--- src/hdl/csvp_pkg.sv ---
// ----------------------------------------------------------------------------
// CSV row field parser package
// Item types, character constants, register indexes and helpers.
// ----------------------------------------------------------------------------
package csvp_pkg;

	typedef struct packed {
		logic [7:0] in_byte;
		logic       end_of_input;
	} in_item_t;

	typedef struct packed {
		logic [7:0] out_byte;
		logic       field_end;
		logic       row_end;
	} out_item_t;

	typedef logic [1:0] kind_t;

	localparam kind_t KIND_UNKNOWN  = 2'd0;
	localparam kind_t KIND_QUOTED   = 2'd1;
	localparam kind_t KIND_UNQUOTED = 2'd2;

	localparam int unsigned CFG_INDEX_W = 8;

	localparam logic [CFG_INDEX_W-1:0] REG_FIELD_SEPARATOR = 8'd0;
	localparam logic [CFG_INDEX_W-1:0] REG_COMMENT_CHAR_A  = 8'd1;
	localparam logic [CFG_INDEX_W-1:0] REG_COMMENT_CHAR_B  = 8'd2;
	localparam logic [CFG_INDEX_W-1:0] REG_KEEP_COMMENTS   = 8'd3;

	localparam logic [7:0] SEPARATOR_RESET = 8'h2C;

	localparam logic [7:0] CH_QUOTE  = 8'h22;
	localparam logic [7:0] CH_BSLASH = 8'h5C;
	localparam logic [7:0] CH_LF     = 8'h0A;
	localparam logic [7:0] CH_CR     = 8'h0D;
	localparam logic [7:0] CH_TAB    = 8'h09;
	localparam logic [7:0] CH_SPACE  = 8'h20;
	localparam logic [7:0] CH_VT     = 8'h0B;
	localparam logic [7:0] CH_FF     = 8'h0C;
	localparam logic [7:0] CH_N      = 8'h6E;
	localparam logic [7:0] CH_R      = 8'h72;
	localparam logic [7:0] CH_T      = 8'h74;

	function automatic logic is_blank(input logic [7:0] c);
		return (c == CH_SPACE) || (c == CH_TAB) || (c == CH_LF) || (c == CH_VT) ||
			(c == CH_FF) || (c == CH_CR);
	endfunction

endpackage

--- src/hdl/csv_row_field_parser_core.sv ---
// ----------------------------------------------------------------------------
// CSV row field parser core
// Cleans CSV text one byte per item into field bytes, field ends and row ends.
// ----------------------------------------------------------------------------
// A result appears in the output register in the cycle after its item is accepted.
// Throughput: one item per cycle; the parse state updates in the accepting cycle.
// An item is accepted while the output register is empty or being taken.
// Reset clears the parse state, the output valid flag and the registers to
// their defaults (separator comma, no comment characters, comments dropped).
module csv_row_field_parser_core (
	input  logic                                   clk,
	input  logic                                   arst_n,
	input  logic                                   in_valid,
	output logic                                   in_ready,
	input  csvp_pkg::in_item_t                     in_data,
	output logic                                   out_valid,
	input  logic                                   out_ready,
	output csvp_pkg::out_item_t                    out_data,
	input  logic                                   cfg_we,
	input  logic [csvp_pkg::CFG_INDEX_W-1:0]       cfg_index,
	input  logic [7:0]                             cfg_wdata
);

	logic [7:0] sep_q;
	logic [7:0] comment_a_q;
	logic [7:0] comment_b_q;
	logic       keep_q;

	logic                in_comment_q, in_escape_q, in_quote_q, last_quote_q, row_data_q;
	csvp_pkg::kind_t     kind_q;
	logic                in_comment_d, in_escape_d, in_quote_d, last_quote_d, row_data_d;
	csvp_pkg::kind_t     kind_d;

	logic                out_valid_q;
	csvp_pkg::out_item_t out_q;

	logic                accept;
	logic                res_valid;
	csvp_pkg::out_item_t res;

	logic [7:0]      c;
	logic [7:0]      esc_c;
	logic            ws;
	logic            blank;
	logic            go;
	logic            do_data;
	logic [7:0]      data_c;
	logic            do_end_row;
	csvp_pkg::kind_t kind_eff;

	assign in_ready  = !out_valid_q || out_ready;
	assign accept    = in_valid && in_ready;
	assign out_valid = out_valid_q;
	assign out_data  = out_q;

	always_ff @(posedge clk or negedge arst_n) begin
		if (!arst_n) begin
			sep_q       <= csvp_pkg::SEPARATOR_RESET;
			comment_a_q <= '0;
			comment_b_q <= '0;
			keep_q      <= 1'b0;
		end else if (cfg_we) begin
			unique case (cfg_index)
				csvp_pkg::REG_FIELD_SEPARATOR: sep_q       <= cfg_wdata;
				csvp_pkg::REG_COMMENT_CHAR_A:  comment_a_q <= cfg_wdata;
				csvp_pkg::REG_COMMENT_CHAR_B:  comment_b_q <= cfg_wdata;
				csvp_pkg::REG_KEEP_COMMENTS:   keep_q      <= cfg_wdata[0];
				default: ;
			endcase
		end
	end

	always_comb begin
		c     = in_data.in_byte;
		ws    = (sep_q == 8'h00);
		blank = csvp_pkg::is_blank(c);

		in_comment_d = in_comment_q;
		in_escape_d  = in_escape_q;
		in_quote_d   = in_quote_q;
		last_quote_d = last_quote_q;
		row_data_d   = row_data_q;
		kind_d       = kind_q;

		res_valid  = 1'b0;
		res        = '0;
		do_data    = 1'b0;
		data_c     = c;
		do_end_row = 1'b0;
		go         = 1'b0;
		kind_eff   = kind_q;

		if (c == csvp_pkg::CH_N) begin
			esc_c = csvp_pkg::CH_LF;
		end else if (c == csvp_pkg::CH_R) begin
			esc_c = csvp_pkg::CH_CR;
		end else if (c == csvp_pkg::CH_T) begin
			esc_c = csvp_pkg::CH_TAB;
		end else begin
			esc_c = c;
		end

		priority if (in_data.end_of_input) begin
			do_end_row = 1'b1;
		end else if (in_comment_q) begin
			if (c == csvp_pkg::CH_LF) begin
				do_end_row = 1'b1;
			end else if (keep_q) begin
				row_data_d   = 1'b1;
				res_valid    = 1'b1;
				res.out_byte = c;
			end
		end else if (in_escape_q) begin
			in_escape_d = 1'b0;
			do_data     = 1'b1;
			data_c      = esc_c;
		end else begin
			go = 1'b1;
			if (kind_q == csvp_pkg::KIND_UNKNOWN) begin
				priority if (ws && blank) begin
					go = 1'b0;
				end else if (c != 8'h00 && (c == comment_a_q || c == comment_b_q)) begin
					go           = 1'b0;
					in_comment_d = 1'b1;
					if (keep_q) begin
						row_data_d   = 1'b1;
						res_valid    = 1'b1;
						res.out_byte = c;
					end
				end else if (c == csvp_pkg::CH_QUOTE) begin
					go           = 1'b0;
					kind_d       = csvp_pkg::KIND_QUOTED;
					in_quote_d   = 1'b1;
					last_quote_d = 1'b0;
				end else begin
					kind_eff = csvp_pkg::KIND_UNQUOTED;
					kind_d   = csvp_pkg::KIND_UNQUOTED;
				end
			end
			if (go) begin
				priority if (c == csvp_pkg::CH_QUOTE) begin
					in_quote_d = !in_quote_q;
					if (kind_eff == csvp_pkg::KIND_QUOTED) begin
						if (last_quote_q) begin
							last_quote_d = 1'b0;
							row_data_d   = 1'b1;
							res_valid    = 1'b1;
							res.out_byte = c;
						end else begin
							last_quote_d = 1'b1;
						end
					end else begin
						do_data = 1'b1;
					end
				end else if (c == csvp_pkg::CH_BSLASH) begin
					in_escape_d = 1'b1;
				end else if (!in_quote_q) begin
					priority if (c == csvp_pkg::CH_CR) begin
					end else if (c == csvp_pkg::CH_LF) begin
						do_end_row = 1'b1;
					end else if ((ws && blank) || c == sep_q) begin
						kind_d        = csvp_pkg::KIND_UNKNOWN;
						row_data_d    = 1'b1;
						last_quote_d  = 1'b0;
						res_valid     = 1'b1;
						res.field_end = 1'b1;
					end else begin
						do_data = 1'b1;
					end
				end else if (!(ws && blank)) begin
					do_data = 1'b1;
				end
			end
		end

		if (do_data) begin
			row_data_d   = 1'b1;
			last_quote_d = (data_c == csvp_pkg::CH_QUOTE);
			res_valid    = 1'b1;
			res.out_byte = data_c;
		end

		if (do_end_row) begin
			in_comment_d = 1'b0;
			in_escape_d  = 1'b0;
			in_quote_d   = 1'b0;
			kind_d       = csvp_pkg::KIND_UNKNOWN;
			last_quote_d = 1'b0;
			row_data_d   = 1'b0;
			res_valid    = row_data_q;
			res          = '0;
			res.row_end  = row_data_q;
		end
	end

	always_ff @(posedge clk or negedge arst_n) begin
		if (!arst_n) begin
			in_comment_q <= 1'b0;
			in_escape_q  <= 1'b0;
			in_quote_q   <= 1'b0;
			last_quote_q <= 1'b0;
			row_data_q   <= 1'b0;
			kind_q       <= csvp_pkg::KIND_UNKNOWN;
			out_valid_q  <= 1'b0;
		end else begin
			if (accept) begin
				in_comment_q <= in_comment_d;
				in_escape_q  <= in_escape_d;
				in_quote_q   <= in_quote_d;
				last_quote_q <= last_quote_d;
				row_data_q   <= row_data_d;
				kind_q       <= kind_d;
				out_valid_q  <= res_valid;
			end else if (out_ready) begin
				out_valid_q <= 1'b0;
			end
		end
	end

	always_ff @(posedge clk) begin
		if (accept && res_valid) begin
			out_q <= res;
		end
	end

	// A comment is only opened at a field start and never while escaped.
	a_comment_at_start: assert property (@(posedge clk) disable iff (!arst_n)
		in_comment_q |-> (kind_q == csvp_pkg::KIND_UNKNOWN) && !in_escape_q)
		else $error("comment active outside a field start");

	// End of input always leaves a clean row state behind.
	a_eoi_clears: assert property (@(posedge clk) disable iff (!arst_n)
		accept && in_data.end_of_input |=>
			!in_quote_q && !in_comment_q && !in_escape_q && !row_data_q &&
			(kind_q == csvp_pkg::KIND_UNKNOWN))
		else $error("row state not cleared after end of input");

	// A row end result starts a fresh row with no data.
	a_row_end_resets: assert property (@(posedge clk) disable iff (!arst_n)
		accept && res_valid && res.row_end |=> !row_data_q && out_valid_q)
		else $error("row data flag still set after a row end");

	// Field and row ends carry a zero byte and never both at once.
	a_marker_zero: assert property (@(posedge clk) disable iff (!arst_n)
		out_valid_q && (out_q.field_end || out_q.row_end) |->
			(out_q.out_byte == 8'h00) && !(out_q.field_end && out_q.row_end))
		else $error("marker item with non-zero byte");

	// An empty output register never holds back the input side.
	a_ready_when_empty: assert property (@(posedge clk) disable iff (!arst_n)
		!out_valid_q |-> in_ready)
		else $error("input stalled with an empty output register");

endmodule

--- config.mk ---
export PLATFORM = sky130hd
export DESIGN_NAME = csv_row_field_parser_core
export DESIGN_NICKNAME = d
export VERILOG_FILES = /design/src/hdl/csvp_pkg.sv /design/src/hdl/csv_row_field_parser_core.sv
export SDC_FILE = /design/constraint.sdc
export NUM_CORES = 1
export LEC_CHECK = 0
export ABC_AREA = 1
export BUFFER_PORTS_ARGS = -buffer_cell sky130_fd_sc_hd__buf_2
export CORE_ASPECT_RATIO = 1.2
export CORE_UTILIZATION = 25
export DETAILED_ROUTE_END_ITERATION = 7
export GPL_ROUTABILITY_DRIVEN = 0
export HOLD_SLACK_MARGIN = 0.05
export PLACE_DENSITY = 0.5
export SLEW_MARGIN = 30
export SYNTH_ARGS = -nofsm -noshare
export SYNTH_HDL_FRONTEND = slang
export SYNTH_SLANG_ARGS = --single-unit
--- constraint.sdc ---
create_clock -name clk -period 4.2 [get_ports clk]
set_clock_uncertainty 0.15 [all_clocks]
set_input_delay 0.63 -clock clk [delete_from_list [all_inputs] [get_ports clk]]
set_output_delay 0.63 -clock clk [all_outputs]
set_load 0.02 [all_outputs]
==> flow_metrics.py <==
metrics = {
    "outcome": {
        "status": "finished clean",
    },
    "sta": {
        "max-slew-margin-rel_pct": 51.9,
        "setup_viol": 0,
        "setup_tns_ps": 0,
        "fin_crit_ps": 2840,
        "grt_setup_unrepaired": "false",
        "fmax_mhz": 352,
        "period_share_pct": 67.6,
        "hold_viol_final": 0,
        "slew_violations": 0,
        "tightest_slew_ps": 721,
    },
    "power": {
        "power.share.clock_pct": 38.4,
        "power_mw": 1.04,
        "p_switching_uw": 296,
        "power_density_nw_per_um2": 323,
        "p_sw_share_pct": 28.6,
        "seq_power_share_pct": 45.7,
        "ir_worst_vdd_uv": 136,
        "p_leak_nw": 1.61,
        "combPwrFrac_pct": 15.9,
        "internal_power_uw": 740,
    },
    "finish": {
        "drive_above_1_share_pct": 18.5,
        "multiInputGateArea_um2": 1350,
        "diodes": 0,
        "final_cell_count_no_fill": 557,
        "seqCellArea_um2": 1130,
        "nNetsFinal": 457,
        "num-fill-cells": 1141,
        "syn_to_final_growth_pct": 17.0,
    },
    "global_routing": {
        "antenna_found_initial": 0,
        "overflow": 0,
        "grt_pass1_vias": 2224,
        "grt_pass1_wl_um": 10600,
        "gr-usage-all-layers_pct": 11.9,
        "grt_max_degree": 34,
    },
    "yosys": {
        "synth_seq_cells": 43,
        "ys_seq_area_share_pct": 41.2,
        "synth_xor_area_share_pct": 3.51,
        "syn-num-nets": 417,
        "muxShareOfSynthArea_pct": 0,
        "yosysWarnings": 0,
        "synthCells": 387,
        "synthAdderAreaFrac_pct": 0,
        "synth_top_family_by_area": "simple AND/OR/NAND/NOR gates",
        "synth_area_per_cell_um2": 7.08,
        "synth_compound_area_share_pct": 10.1,
        "synthTopCellsByArea": "dfrtp_1, nand2_1, edfxtp_1",
        "yosysTopAreaCell": "dfrtp_1",
        "synth_cell_types": 36,
        "yosysTopAreaCellShare_pct": 27.4,
        "synth_area_um2": 2740,
        "synth-simple-area-share_pct": 35.6,
    },
    "setup_path": {
        "cp-start-kind": "input pin",
        "crit_top_cell": "nand2_1",
        "worstPathMaxFanout": 11,
        "critical_path_class": "input pin to register",
        "worstPathCellList": "buf_2 > inv_1 > nand2_1 > nor2_2 > nand2_2 > nand2_2 > o21bai_4 > nand3_1 > nand2_2 > nand3_1 > nand2_1 > nand2_2 > nand2_1 > nand2_1 > nand2_1 > inv_1",
        "cp.required_ps": 4000,
        "critical-path-top-delay-family": "simple AND/OR/NAND/NOR gates",
        "cp.arrival_ps": 2640,
        "max_stage_delay_ps": 290,
        "worst-path-buf-inv": 3,
        "cp-end-kind": "register",
        "crit_slowest_cell": "inv_1",
        "r2r_setup_slack_ps": 1590,
    },
    "cts": {
        "insertion_delay_ps": 290,
        "cts_tree": "done",
        "holdBufCountCts": 0,
        "cts_resized": 0,
        "clockRootBuffer": "clkbuf_16",
        "cts_sinks": 43,
        "clk_pin_slew_ps": 60,
        "post_cts_buffers": 0,
        "cts_buffer_depth": 2,
        "cts-htree-levels": 2,
        "cts_buffers": 5,
    },
    "die": {
        "chipHeight_um": 117,
        "fp-row-count": 41,
        "initial_core_util_pct": 25.9,
        "dieWidth_um": 97.6,
        "fp.coreArea_um2": 10600,
        "dieArea_um2": 11400,
        "io_pins": 42,
    },
    "detailed_routing": {
        "drt-initial-drc-count": 98,
        "dr.pass1.iters": 5,
        "drc_errors": 0,
        "vias": 2485,
        "ant_nets": 0,
        "wirelength_um": 6480,
        "vias_per_cell": 4.46,
        "wl_per_cell_um": 11.6,
    },
    "placed_design": {
        "portBuffers": 41,
        "dpl.hpwl_um": 5310,
        "placed_cells": 549,
    },
    "worst_hold_path": {
        "hold_class": "input pin to async pin",
    },
    "job": {
        "maxCapViolCount": 0,
    },
}
## routing by layer
| layer | track usage, % | share of wire [%] |
|---|---|---|
| met1 | 14.6 | 45 |
| met2 | 20.5 | 49 |
| met3 | 2.15 | 3.6 |
| met4 | 5.10 | 1.9 |
| met5 | 0 | 0 |
## kinds of logic after synthesis
logic type	after synthesis
AOI/OAI and AO/OA	50
DFF	43
buffers and inverters	64
xor gates and xnor gates	11
and+or+nand+nor	219
## power groups by stage
stage	clock network, mW	logic [mW]	registers [mW]
after floorplan	0	0.108	0.487
after global placement	0	0.165	0.482
after detailed placement	0	0.166	0.482
after CTS	0.408	0.167	0.474
after global routing	0.429	0.187	0.477
final	0.398	0.164	0.474
## layout make-up
class | count | area share, %
well taps | 129 | 5.03
clock inverters | 3 | 0.819
clock buffers | 5 | 3.90
flip-flops and latches | 43 | 35.2
repair buffers | 41 | 6.40
multi-input cells | 280 | 42.1
inverters | 56 | 6.55
## synthesized netlist by cell type
library cell / instances
a41oi_1: 1
nand2_1: 141
inv_2: 5
nor3_1: 10
nand3_4: 1
o21ai_1: 1
o21ai_2: 1
nand3_2: 3
and2_4: 1
a21oi_1: 12
clkbuf_1: 3
buf_6: 2
nand2_4: 1
nand3_1: 16
nor3_4: 1
nand2_2: 9
xnor2_1: 11
nor2_2: 1
buf_4: 1
dfstp_2: 3
or2_2: 1
nand4_1: 4
or4_1: 1
dfrtp_1: 30
a31oi_1: 1
edfxtp_1: 10
o22ai_1: 4
inv_1: 51
o21bai_4: 1
o21ai_0: 29
nor3_2: 1
nor2_4: 1
nor3b_1: 1
buf_2: 2
nor4_1: 2
nor2_1: 24
## worst paths after layout
| kind | start | endpoint | cells past startpoint |
|---|---|---|---|
| worst max-delay path | in_data[6] | out_data[4]$_SDFFCE_PN0P_ | 16 |
| worst min-delay path | arst_n | row_data_q$_DFFE_PN0P_ | 1 |
| worst max register to register | comment_a_q[7]$_DFFE_PN0P_ | out_data[4]$_SDFFCE_PN0P_ | 15 |
| worst min register to register | comment_a_q[2]$_DFFE_PN0P_ | comment_a_q[2]$_DFFE_PN0P_ | 2 |
| max in group asynchronous | arst_n | comment_a_q[5]$_DFFE_PN0P_ | 1 |
| min in group clk | comment_a_q[2]$_DFFE_PN0P_ | comment_a_q[2]$_DFFE_PN0P_ | 2 |
## cells in the final DEF, fill, tap and decap left out, types with 9 or more instances in the layout
| master | Yosys | routed |
|---|---|---|
| xnor2_1 | 11 | 11 |
| inv_1 | 51 | 51 |
| nand3_1 | 16 | 16 |
| nand2_2 | 9 | 9 |
| dfrtp_1 | 30 | 30 |
| nor3_1 | 10 | 10 |
| nor2_1 | 24 | 24 |
| o21ai_0 | 29 | 29 |
| a21oi_1 | 12 | 12 |
| nand2_1 | 141 | 141 |
| edfxtp_1 | 10 | 10 |
| buf_2 | 2 | 41 |
## sequential cells by signal, indices dropped and copies added, names as in the netlist
name          flops
row_data_q        1
kind_q            2
comment_a_q       8
sep_q             8
in_comment_q      1
comment_b_q       8
out_data         10
in_escape_q       1
keep_q            1
out_valid         1
last_quote_q      1
in_quote_q        1
## through the flow
| step | worst slack [ps] | instance area [um^2] | hold slack (ps) | utilization [%] |
|---|---|---|---|---|
| final | 1360 | 3210 | 240 | 30.4 |
| after global routing | 1110 | 3210 | 306 | 30.4 |
| after CTS | 1340 | 3210 | 274 | 30.4 |
| after detailed placement | 1040 | 3060 | 347 | 28.9 |
| after global placement | 1080 | 3060 | 340 | 28.9 |
| after floorplan | 1530 | 2740 | 184 | - |
Power figures use the tool's default switching activity.
